File: config.mk
export PLATFORM = sky130hd
export DESIGN_NAME = handheld_console_timer
export DESIGN_NICKNAME = d
export VERILOG_FILES = /design/src/hw/rtl/hct_pkg.sv /design/src/hw/rtl/hct_ctrl.sv /design/src/hw/rtl/hct_datapath.sv /design/src/hw/rtl/handheld_console_timer.sv
export SDC_FILE = /design/constraint.sdc
export NUM_CORES = 1
export LEC_CHECK = 0
export ABC_AREA = 0
export CORE_ASPECT_RATIO = 1.75
export CORE_MARGIN = 3
export CORE_UTILIZATION = 60
export DETAILED_ROUTE_END_ITERATION = 8
export DONT_BUFFER_PORTS = 1
export PLACE_DENSITY = 0.76
export SETUP_SLACK_MARGIN = 0.5
export SYNTH_ARGS = -nofsm -noshare
export SYNTH_HDL_FRONTEND = slang
export SYNTH_SLANG_ARGS = --single-unit
File: constraint.sdc
create_clock -name clk -period 6.21 [get_ports clk]
set_input_delay 1.242 -clock clk [delete_from_list [all_inputs] [get_ports clk]]
set_output_delay 1.242 -clock clk [all_outputs]
set_load 0.02 [all_outputs]
File: src/hw/rtl/hct_pkg.sv
// ----------------------------------------------------------------------------
// hct_pkg: handheld console timer shared types and constants
// Transaction payloads, request and register codes, and the control/status
// bundles between the controller and the datapath.
// ----------------------------------------------------------------------------
package hct_pkg;

	// request types
	localparam logic [1:0] REQ_ADVANCE = 2'd0;
	localparam logic [1:0] REQ_READ    = 2'd1;
	localparam logic [1:0] REQ_WRITE   = 2'd2;

	// register select
	localparam logic [1:0] REG_DIV  = 2'd0;
	localparam logic [1:0] REG_TIMA = 2'd1;
	localparam logic [1:0] REG_TMA  = 2'd2;
	localparam logic [1:0] REG_TAC  = 2'd3;

	// TAC period select
	localparam logic [1:0] PER_256 = 2'd0;
	localparam logic [1:0] PER_4   = 2'd1;
	localparam logic [1:0] PER_16  = 2'd2;
	localparam logic [1:0] PER_64  = 2'd3;

	localparam int TAC_EN_BIT = 2;

	typedef struct packed {
		logic [1:0] req_type;
		logic [1:0] reg_sel;
		logic [7:0] write_data;
		logic [7:0] elapsed_cycles;
	} req_t;

	typedef struct packed {
		logic [7:0] read_data;
		logic       timer_irq;
	} rsp_t;

	typedef struct packed {
		logic accept;   // load a new transaction
		logic walk;     // run one counter step batch
		logic push;     // move result into the output register
	} hct_cmd_t;

	typedef struct packed {
		logic walk_done;
	} hct_sts_t;

endpackage

File: src/hw/rtl/hct_ctrl.sv
// ----------------------------------------------------------------------------
// hct_ctrl: timer transaction controller
// Sequences accept, counter walk and result hand-off; owns the output valid.
// ----------------------------------------------------------------------------
module hct_ctrl
	import hct_pkg::*;
(
	input  logic     clk,
	input  logic     arst_n,
	input  logic     req_valid,
	output logic     req_stall,
	output logic     rsp_valid,
	input  logic     rsp_stall,
	output hct_cmd_t cmd,
	input  hct_sts_t sts
);

	localparam logic ST_IDLE = 1'b0;
	localparam logic ST_BUSY = 1'b1;

	logic state_q;
	logic state_d;
	logic out_valid_q;
	logic out_free;

	assign out_free  = !out_valid_q || !rsp_stall;
	assign req_stall = (state_q != ST_IDLE);
	assign rsp_valid = out_valid_q;

	always_comb begin
		state_d    = state_q;
		cmd.accept = 1'b0;
		cmd.walk   = 1'b0;
		cmd.push   = 1'b0;
		unique case (state_q)
			ST_IDLE: begin
				if (req_valid) begin
					cmd.accept = 1'b1;
					state_d    = ST_BUSY;
				end
			end
			ST_BUSY: begin
				cmd.walk = 1'b1;
				if (sts.walk_done && out_free) begin
					cmd.push = 1'b1;
					state_d  = ST_IDLE;
				end
			end
			default: state_d = ST_IDLE;
		endcase
	end

	always_ff @(posedge clk or negedge arst_n) begin
		if (!arst_n) begin
			state_q     <= ST_IDLE;
			out_valid_q <= 1'b0;
		end else begin
			state_q <= state_d;
			if (cmd.push)
				out_valid_q <= 1'b1;
			else if (!rsp_stall)
				out_valid_q <= 1'b0;
		end
	end

endmodule

File: src/hw/rtl/hct_datapath.sv
// ----------------------------------------------------------------------------
// hct_datapath: timer registers and counter step unit
// Holds DIV/TIMA/TMA/TAC and both prescalers. TIMA steps are walked one
// overflow per cycle: each cycle jumps straight to the next wrap or finishes.
// ----------------------------------------------------------------------------
module hct_datapath
	import hct_pkg::*;
(
	input  logic     clk,
	input  logic     arst_n,
	input  req_t     req,
	output rsp_t     rsp,
	input  hct_cmd_t cmd,
	output hct_sts_t sts
);

	logic [7:0] div_q;
	logic [5:0] div_pre_q;
	logic [7:0] tima_q;
	logic [7:0] tma_q;
	logic [2:0] tac_q;
	logic [7:0] tima_pre_q;
	logic [6:0] steps_q;
	logic [7:0] rd_q;
	logic       irq_q;
	rsp_t       rsp_q;

	logic [8:0] div_acc;
	logic [8:0] tima_acc;
	logic [6:0] steps;
	logic [7:0] rem;
	logic [8:0] wrap_gap;
	logic [7:0] rd_mux;

	assign div_acc  = {3'b0, div_pre_q} + {1'b0, req.elapsed_cycles};
	assign tima_acc = {1'b0, tima_pre_q} + {1'b0, req.elapsed_cycles};
	// steps left until TIMA wraps from its current value
	assign wrap_gap = 9'd256 - {1'b0, tima_q};

	// periods are powers of two: quotient is a shift, remainder a mask
	always_comb begin
		case (tac_q[1:0])
			PER_256: begin
				steps = {6'b0, tima_acc[8]};
				rem   = tima_acc[7:0];
			end
			PER_4: begin
				steps = tima_acc[8:2];
				rem   = {6'b0, tima_acc[1:0]};
			end
			PER_16: begin
				steps = {2'b0, tima_acc[8:4]};
				rem   = {4'b0, tima_acc[3:0]};
			end
			default: begin
				steps = {4'b0, tima_acc[8:6]};
				rem   = {2'b0, tima_acc[5:0]};
			end
		endcase
	end

	always_comb begin
		unique case (req.reg_sel)
			REG_DIV:  rd_mux = div_q;
			REG_TIMA: rd_mux = tima_q;
			REG_TMA:  rd_mux = tma_q;
			REG_TAC:  rd_mux = {5'b0, tac_q};
			default:  rd_mux = '0;
		endcase
	end

	always_ff @(posedge clk or negedge arst_n) begin
		if (!arst_n) begin
			div_q      <= '0;
			div_pre_q  <= '0;
			tima_q     <= '0;
			tma_q      <= '0;
			tac_q      <= '0;
			tima_pre_q <= '0;
			steps_q    <= '0;
		end else if (cmd.accept) begin
			steps_q <= '0;
			unique case (req.req_type)
				REQ_ADVANCE: begin
					div_q     <= div_q + {5'b0, div_acc[8:6]};
					div_pre_q <= div_acc[5:0];
					if (tac_q[TAC_EN_BIT]) begin
						tima_pre_q <= rem;
						steps_q    <= steps;
					end
				end
				REQ_WRITE: begin
					unique case (req.reg_sel)
						REG_DIV: begin
							div_q     <= '0;
							div_pre_q <= '0;
						end
						REG_TIMA: tima_q <= req.write_data;
						REG_TMA:  tma_q  <= req.write_data;
						REG_TAC: begin
							if (!tac_q[TAC_EN_BIT] && req.write_data[TAC_EN_BIT])
								tima_pre_q <= '0;
							tac_q <= req.write_data[2:0];
						end
						default: ;
					endcase
				end
				default: ;
			endcase
		end else if (cmd.walk && steps_q != '0) begin
			if ({2'b0, steps_q} >= wrap_gap) begin
				tima_q  <= tma_q;
				steps_q <= steps_q - wrap_gap[6:0];
			end else begin
				tima_q  <= tima_q + {1'b0, steps_q};
				steps_q <= '0;
			end
		end
	end

	// result payload
	always_ff @(posedge clk) begin
		if (cmd.accept) begin
			rd_q  <= (req.req_type == REQ_READ) ? rd_mux : 8'd0;
			irq_q <= 1'b0;
		end else if (cmd.walk && steps_q != '0 && {2'b0, steps_q} >= wrap_gap) begin
			irq_q <= 1'b1;
		end
		if (cmd.push) begin
			rsp_q.read_data <= rd_q;
			rsp_q.timer_irq <= irq_q;
		end
	end

	assign rsp           = rsp_q;
	assign sts.walk_done = (steps_q == '0);

endmodule

File: src/hw/rtl/handheld_console_timer.sv
// ----------------------------------------------------------------------------
// handheld_console_timer: four-register console timer (DIV, TIMA, TMA, TAC)
// Top level joining the transaction controller and the timer datapath.
// ----------------------------------------------------------------------------
// One transaction at a time. Each accepted request goes to the busy state,
// where the step unit walks any TIMA steps (only an advance that steps TIMA
// has any), and leaves it once the walk is done and the output register is
// free. The step unit jumps from the current TIMA value to the next wrap
// each cycle, or finishes (worst case 127 overflows: an advance with
// elapsed_cycles at 255 on the fastest period with prescaler surplus left
// from a longer period, TIMA and TMA at 255). DIV and the prescalers update
// in the accept cycle. A finished result sits in an output register, so the
// next request is accepted the cycle after it is loaded, while it waits to be
// taken; no request is accepted while another is busy. A stalled output holds
// back the next finished result, and with it the acceptance of more requests.
module handheld_console_timer
	import hct_pkg::*;
(
	input  logic clk,
	input  logic arst_n,
	input  logic req_valid,
	output logic req_stall,
	input  req_t req,
	output logic rsp_valid,
	input  logic rsp_stall,
	output rsp_t rsp
);

	hct_cmd_t cmd;
	hct_sts_t sts;

	hct_ctrl u_ctrl (
		.clk       (clk),
		.arst_n    (arst_n),
		.req_valid (req_valid),
		.req_stall (req_stall),
		.rsp_valid (rsp_valid),
		.rsp_stall (rsp_stall),
		.cmd       (cmd),
		.sts       (sts)
	);

	hct_datapath u_datapath (
		.clk    (clk),
		.arst_n (arst_n),
		.req    (req),
		.rsp    (rsp),
		.cmd    (cmd),
		.sts    (sts)
	);

endmodule
# After elaboration in Yosys (flattened, before gate mapping)
# Index checks and enable logic that the tools add are counted.
# totals
register_bits	68
latch_bits	0
ramBits	0
rom_bits	0
out_inout_bits	11
elab_cells	84
memories	0
# classes
add_sub_neg	6
n_mul	0
div_mod_pow	0
n_lt_le_gt_ge	1
n_eq_ne	14
shifts	0
mux	29
bitwise_logic	1
reduce_logical	20
# ops
cell	count
$mux 8	9
$mux 7	5
$pmux 8 s2	2
$pmux 8 s4	1
$pmux 8 s3	1
$pmux 7 s3	1
$ne 2x1->1 const B	6
$pmux 6 s2	1
$reduce_and 3->1	4
$add 6x8->9	1
$add 8x8->9	1
$ge 7x9->1	1
$sub 9x8->9 const A	1
$add 8x3->8	1
$add 8x7->8	1
$eq 2x2->1 const B	4
$logic_not 7->1	1
$reduce_bool 7->1	1
$sub 7x7->7	1
$eq 2x1->1 const B	3
$logic_not 2->1	3
$mux 1	6
$mux 6	1
$reduce_and 5->1	1
other kinds (8)	14

# Longest topological paths before layout
# logic_depth
word_depth	8
depth_mapped	18
depth_no_buf	18

# By module
# From an unflattened synthesis, not the netlist that was laid out.
# hier_totals
cells_unflattened	453
area_unflattened_um2	4536.9
# modules_own_cells
module	instances	cells_per_inst	area_each_um2
hct_datapath	1	443	4444.3
hct_ctrl	1	10	92.6

# Least setup slack after synthesis
# Ideal clock, no wire load.
# synth_timing
path_type	input-to-reg
from	input port req[0] (netlist bit)
to	register u_datapath.div_q[6]
arrival_time_ps	3726
t_required_ps	6071
setup_slack_ps	2346
cell_stages	18
n_path_buf	0
cell_sequence	ha_1 > inv_1 > fa_1 > inv_1 > a21oi_1 > o21bai_1 > a21oi_1 > o21ai_0 > xnor2_1 > ha_1 > inv_1 > fa_1 > nor2b_1 > o21ai_0 > nor2_1 > nand3_1 > xor2_1 > nor2_1
# synth_via
elab_chain_len	3
# synth_lines
element	line	rtl
start, declared	handheld_console_timer.sv:23	input req_t req,
$add 6x8->9	hct_datapath.sv:35	assign div_acc = {3'b0, div_pre_q} + {1'b0, req.elapsed_cycles};
$add 8x3->8	hct_datapath.sv:85	div_q <= div_q + {5'b0, div_acc[8:6]};
$pmux 8 s2	hct_datapath.sv:83	unique case (req.req_type)
end signal, assigned	hct_datapath.sv:85	
end, declared	hct_datapath.sv:17	logic [7:0] div_q;
# Every way passes these cells.
# A chain may end at the register's enable or synchronous reset.

# Worst setup path in the final report
# Same ends and word-level chain as after synthesis.

==> flow_summary.rst <==
.. list-table::
   :header-rows: 1

   * - Metric
     - Value
   * - Run status
     - finished, final reports clean
   * - Commonest cells after routing, fill and taps aside
     - nor2_1, dfrtp_1, o21ai_0, nand2_1, ha_1
   * - Critical Path Source Type
     - input pin
   * - Layer carrying the most global-route usage
     - met2
   * - Vias in the first global route
     - 3597
   * - P per Cell Area
     - 569 nW/um^2
   * - Boundary pin count
     - 35
   * - Synthesis-to-layout area growth
     - 8.68%
   * - RD Place Congestion
     - 0.922
   * - Per-instance average area after synthesis
     - 9.91 sq um
   * - Clock insertion delay at the later pin of the skew report
     - 0.33 ns
   * - Number of cell rows
     - 41
   * - Multi-input gate area in the final layout
     - 2560 sq um
   * - Post-placement worst setup slack
     - 2.08 ns
   * - Kind of end point of the critical path
     - flop
   * - Share of the synthesized area in the top cell type
     - 0.280
   * - Total track usage
     - 0.263
   * - Gate family responsible for the most delay along the worst path
     - adder cells
   * - Antenna violation net count after detailed routing
     - 0
   * - Cell at the root of the clock tree
     - clkbuf_16
   * - Required @ worst endpoint
     - 6.41 ns
   * - Clock slew at the register clock pins of the worst setup and hold paths
     - 0.05 ns
   * - Worst relative slew slack
     - 0.321
   * - Maximum number of pins on one net before global-route repair
     - 51
   * - Final worst path period need
     - 3.81 ns
   * - Worst min-delay path class
     - reg2reg
   * - Wire length of the first global-routing pass
     - 17400 microns
   * - Antenna diode count
     - 0
   * - Crit path cell chain
     - ha_1 -> inv_1 -> fa_1 -> inv_1 -> a21oi_1 -> o21bai_1 -> a21oi_1 -> o21ai_0 -> xnor2_1 -> ha_1 -> inv_1 -> fa_1 -> nor2b_1 -> o21ai_0 -> nor2_1 -> nand3_1 -> xor2_1 -> nor2_1
   * - Cell depth of the worst min-delay path
     - 0
   * - Overall die area
     - 8560 sq um
   * - Number of remaining DRC errors
     - 0
   * - Maximum fanout along the worst path
     - 2
   * - Source of the worst hold timing path
     - u_datapath.rd_q[7]
   * - Max-cap violation count
     - 0
   * - Synthesized flop and latch total
     - 68
   * - Worst Reg2Reg Path Length in Cells
     - 18
   * - Synth top area cells
     - dfrtp_1, edfxtp_1, ha_1, nor2_1, o21ai_0
   * - Vias
     - 3455
   * - Setup ws final
     - 2.40 ns
   * - Setup repair after global routing missed its margin
     - no
   * - Number of synthesized flops with an enable pin
     - 17
   * - Met3 Track Usage GR
     - 0.0516
   * - Total wirelength of the detailed-routed design
     - 10600 microns
   * - Post CTS Setup Buffer Count
     - 0
   * - Slew @ Worst Pin
     - 1.02 ns
   * - Core area
     - 7230 sq um
   * - Die boundary width
     - 71.3 microns
   * - Port Buffers
     - 0
   * - Total standard cell area after synthesis
     - 4470 sq um
   * - Hold-fix buffers at CTS
     - 0
   * - Max clock buf depth
     - 2
   * - Initial antenna violation count
     - 0
   * - Setup_tns
     - 0 ns
   * - Storage element area
     - 1780 sq um
   * - Final-layout fill cell count
     - 559
   * - Number of buffer and inverter instances along the worst setup path
     - 3
   * - Reg-to-reg slack, setup
     - 2.93 ns
   * - Top flip-flop cell by instance count after synthesis
     - dfrtp_1
   * - Number of nets produced by synthesis
     - 512
   * - Async set or reset register ratio after synthesis
     - 0.735
   * - CTS-repair resized insts
     - 0
   * - Final Cycle Share
     - 0.613
   * - Met1 Resource Use GR
     - 0.285
   * - Data arrival time of the critical path
     - 4.01 ns
   * - Post-DP HPWL
     - 8030 microns
   * - Final routed wire length divided by cell count
     - 19.4 microns
   * - Gate Count Post-Synth
     - 451
   * - Effective utilization at floorplan
     - 0.618
   * - Chip height
     - 120 microns
   * - H-Tree Level Count
     - 3
   * - WHS Endpoint
     - u_datapath.rsp[8]
   * - Ratio of cells with drive above 1 in the final layout
     - 0.0893
   * - Post-synth cell types
     - 64
   * - Sequential share of the synthesized area
     - 0.399
   * - Total grt overflow
     - 0
   * - DRC marker count from the first detailed-route iteration
     - 199
   * - Pre-antenna DRT Iters
     - 4
   * - Clock Sinks
     - 68
   * - Number of vias per cell after detailed routing
     - 6.34
   * - Final layout net count
     - 515
   * - Worst r2r src
     - u_datapath.div_pre_q[0]
   * - TritonCTS buffer count
     - 9
   * - Endpoint of the most critical register-to-register path
     - u_datapath.div_q[6]
   * - Post-route clock skew
     - 0.00894 ns
   * - Cell repeated most along the worst path
     - inv_1
   * - TritonCTS clock tree
     - built
   * - Kind of critical path
     - in2reg
   * - IR drop worst, VDD
     - 0.000273 V
   * - Final hold viol count
     - 0
   * - Slew Viols, Final
     - 0
   * - Total of endpoints with negative setup slack in the final report
     - 0
   * - Met2 usage in global routing
     - 0.465
   * - Highest cell delay on the worst timing path
     - 0.40 ns
   * - Worst path slowest cell
     - fa_1
   * - Post-synth top area cell
     - dfrtp_1
   * - Static Leakage
     - 2.16 nW
   * - Number of warnings issued by yosys
     - 0
   * - Timing-limited maximum frequency
     - 0.263 GHz
[metal layers]
layer	up-vias	routed length, microns
li1	1654	-
met1	1689	3950
met2	84	5710
met3	28	477
met4	0	424
met5	-	0
[how the worst max path moves through the flow]
stage / start / to / slack, ns / depth (start not counted)
global route: req[0] / u_datapath.div_q[6] / 2.10 / 18
detailed placement: req[0] / u_datapath.div_q[6] / 2.08 / 18
CTS: req[0] / u_datapath.div_q[6] / 2.43 / 18
floorplan: req[0] / u_datapath.div_q[6] / 2.35 / 18
global placement: req[0] / u_datapath.div_q[6] / 2.21 / 18
finish: req[0] / u_datapath.div_q[6] / 2.40 / 18
[report_power, final]
group          switching, mW  internal, mW
logic                  0.743         0.592
clock network          0.184         0.362
registers              0.223         0.659
total                   1.15          1.61
[logic make-up after synthesis]
kind of cell / share of synthesized area
fa+ha+maj: 0.112
mux: 0.0725
xor+xnor: 0.0605
flops: 0.399
buf+inv: 0.0283
compound gates: 0.171
simple gates: 0.158
[metrics by stage]
stage	utilization	cells	total power [mW]	hold slack, ns	instance area (sq um)
detailed placement	0.627	529	2.21	0.405	4540
global placement	0.627	529	2.17	0.402	4540
global route	0.672	545	2.97	0.423	4860
finish	0.672	545	2.76	0.416	4860
floorplan	-	451	1.90	0.400	4470
CTS	0.672	545	2.77	0.418	4860
[cells in the mapped netlist (2+ instances only)]
| library cell | count |
|---|---|
| xnor2_1 | 16 |
| o31ai_1 | 2 |
| o21a_1 | 4 |
| o21bai_1 | 4 |
| a211oi_1 | 2 |
| nor3_1 | 6 |
| a32o_1 | 4 |
| or3_1 | 5 |
| nor3b_1 | 4 |
| nand2_1 | 33 |
| nor2b_1 | 11 |
| a21o_1 | 7 |
| and2_1 | 2 |
| xor2_1 | 13 |
| a31oi_1 | 5 |
| a211o_1 | 2 |
| nor4_1 | 2 |
| a2bb2oi_1 | 2 |
| nand4_1 | 2 |
| inv_1 | 22 |
| mux4_2 | 4 |
| nand2b_1 | 6 |
| a22oi_1 | 3 |
| fa_1 | 5 |
| mux2_2 | 11 |
| dfrtp_1 | 50 |
| mux2i_1 | 11 |
| clkbuf_1 | 5 |
| o21ai_0 | 33 |
| a21oi_1 | 24 |
| a22o_1 | 3 |
| nand3b_1 | 2 |
| and3_1 | 4 |
| o211ai_1 | 3 |
| nand3_1 | 11 |
| ha_1 | 32 |
| a221o_1 | 2 |
| nor2_1 | 50 |
| o41ai_1 | 3 |
| edfxtp_1 | 17 |
[flip-flops by register name (all words and copies together) (netlist names), 3 cells and up]
name,cells
u_datapath.tma_q,8
u_datapath.div_pre_q,6
u_datapath.tac_q,3
u_datapath.tima_q,8
u_datapath.steps_q,7
u_datapath.div_q,8
u_datapath.rd_q,8
u_datapath.rsp,9
u_datapath.tima_pre_q,8
[area by class of cell]
class / count / share of cell area
Clock buffer: 12 / 0.0507
Inverter: 23 / 0.0178
Clock inverter: 4 / 0.0152
Tap cell: 86 / 0.0221
Multi-Input combinational cell: 352 / 0.527
Sequential cell: 68 / 0.367
No activity file was read; power rests on OpenSTA's default activity.
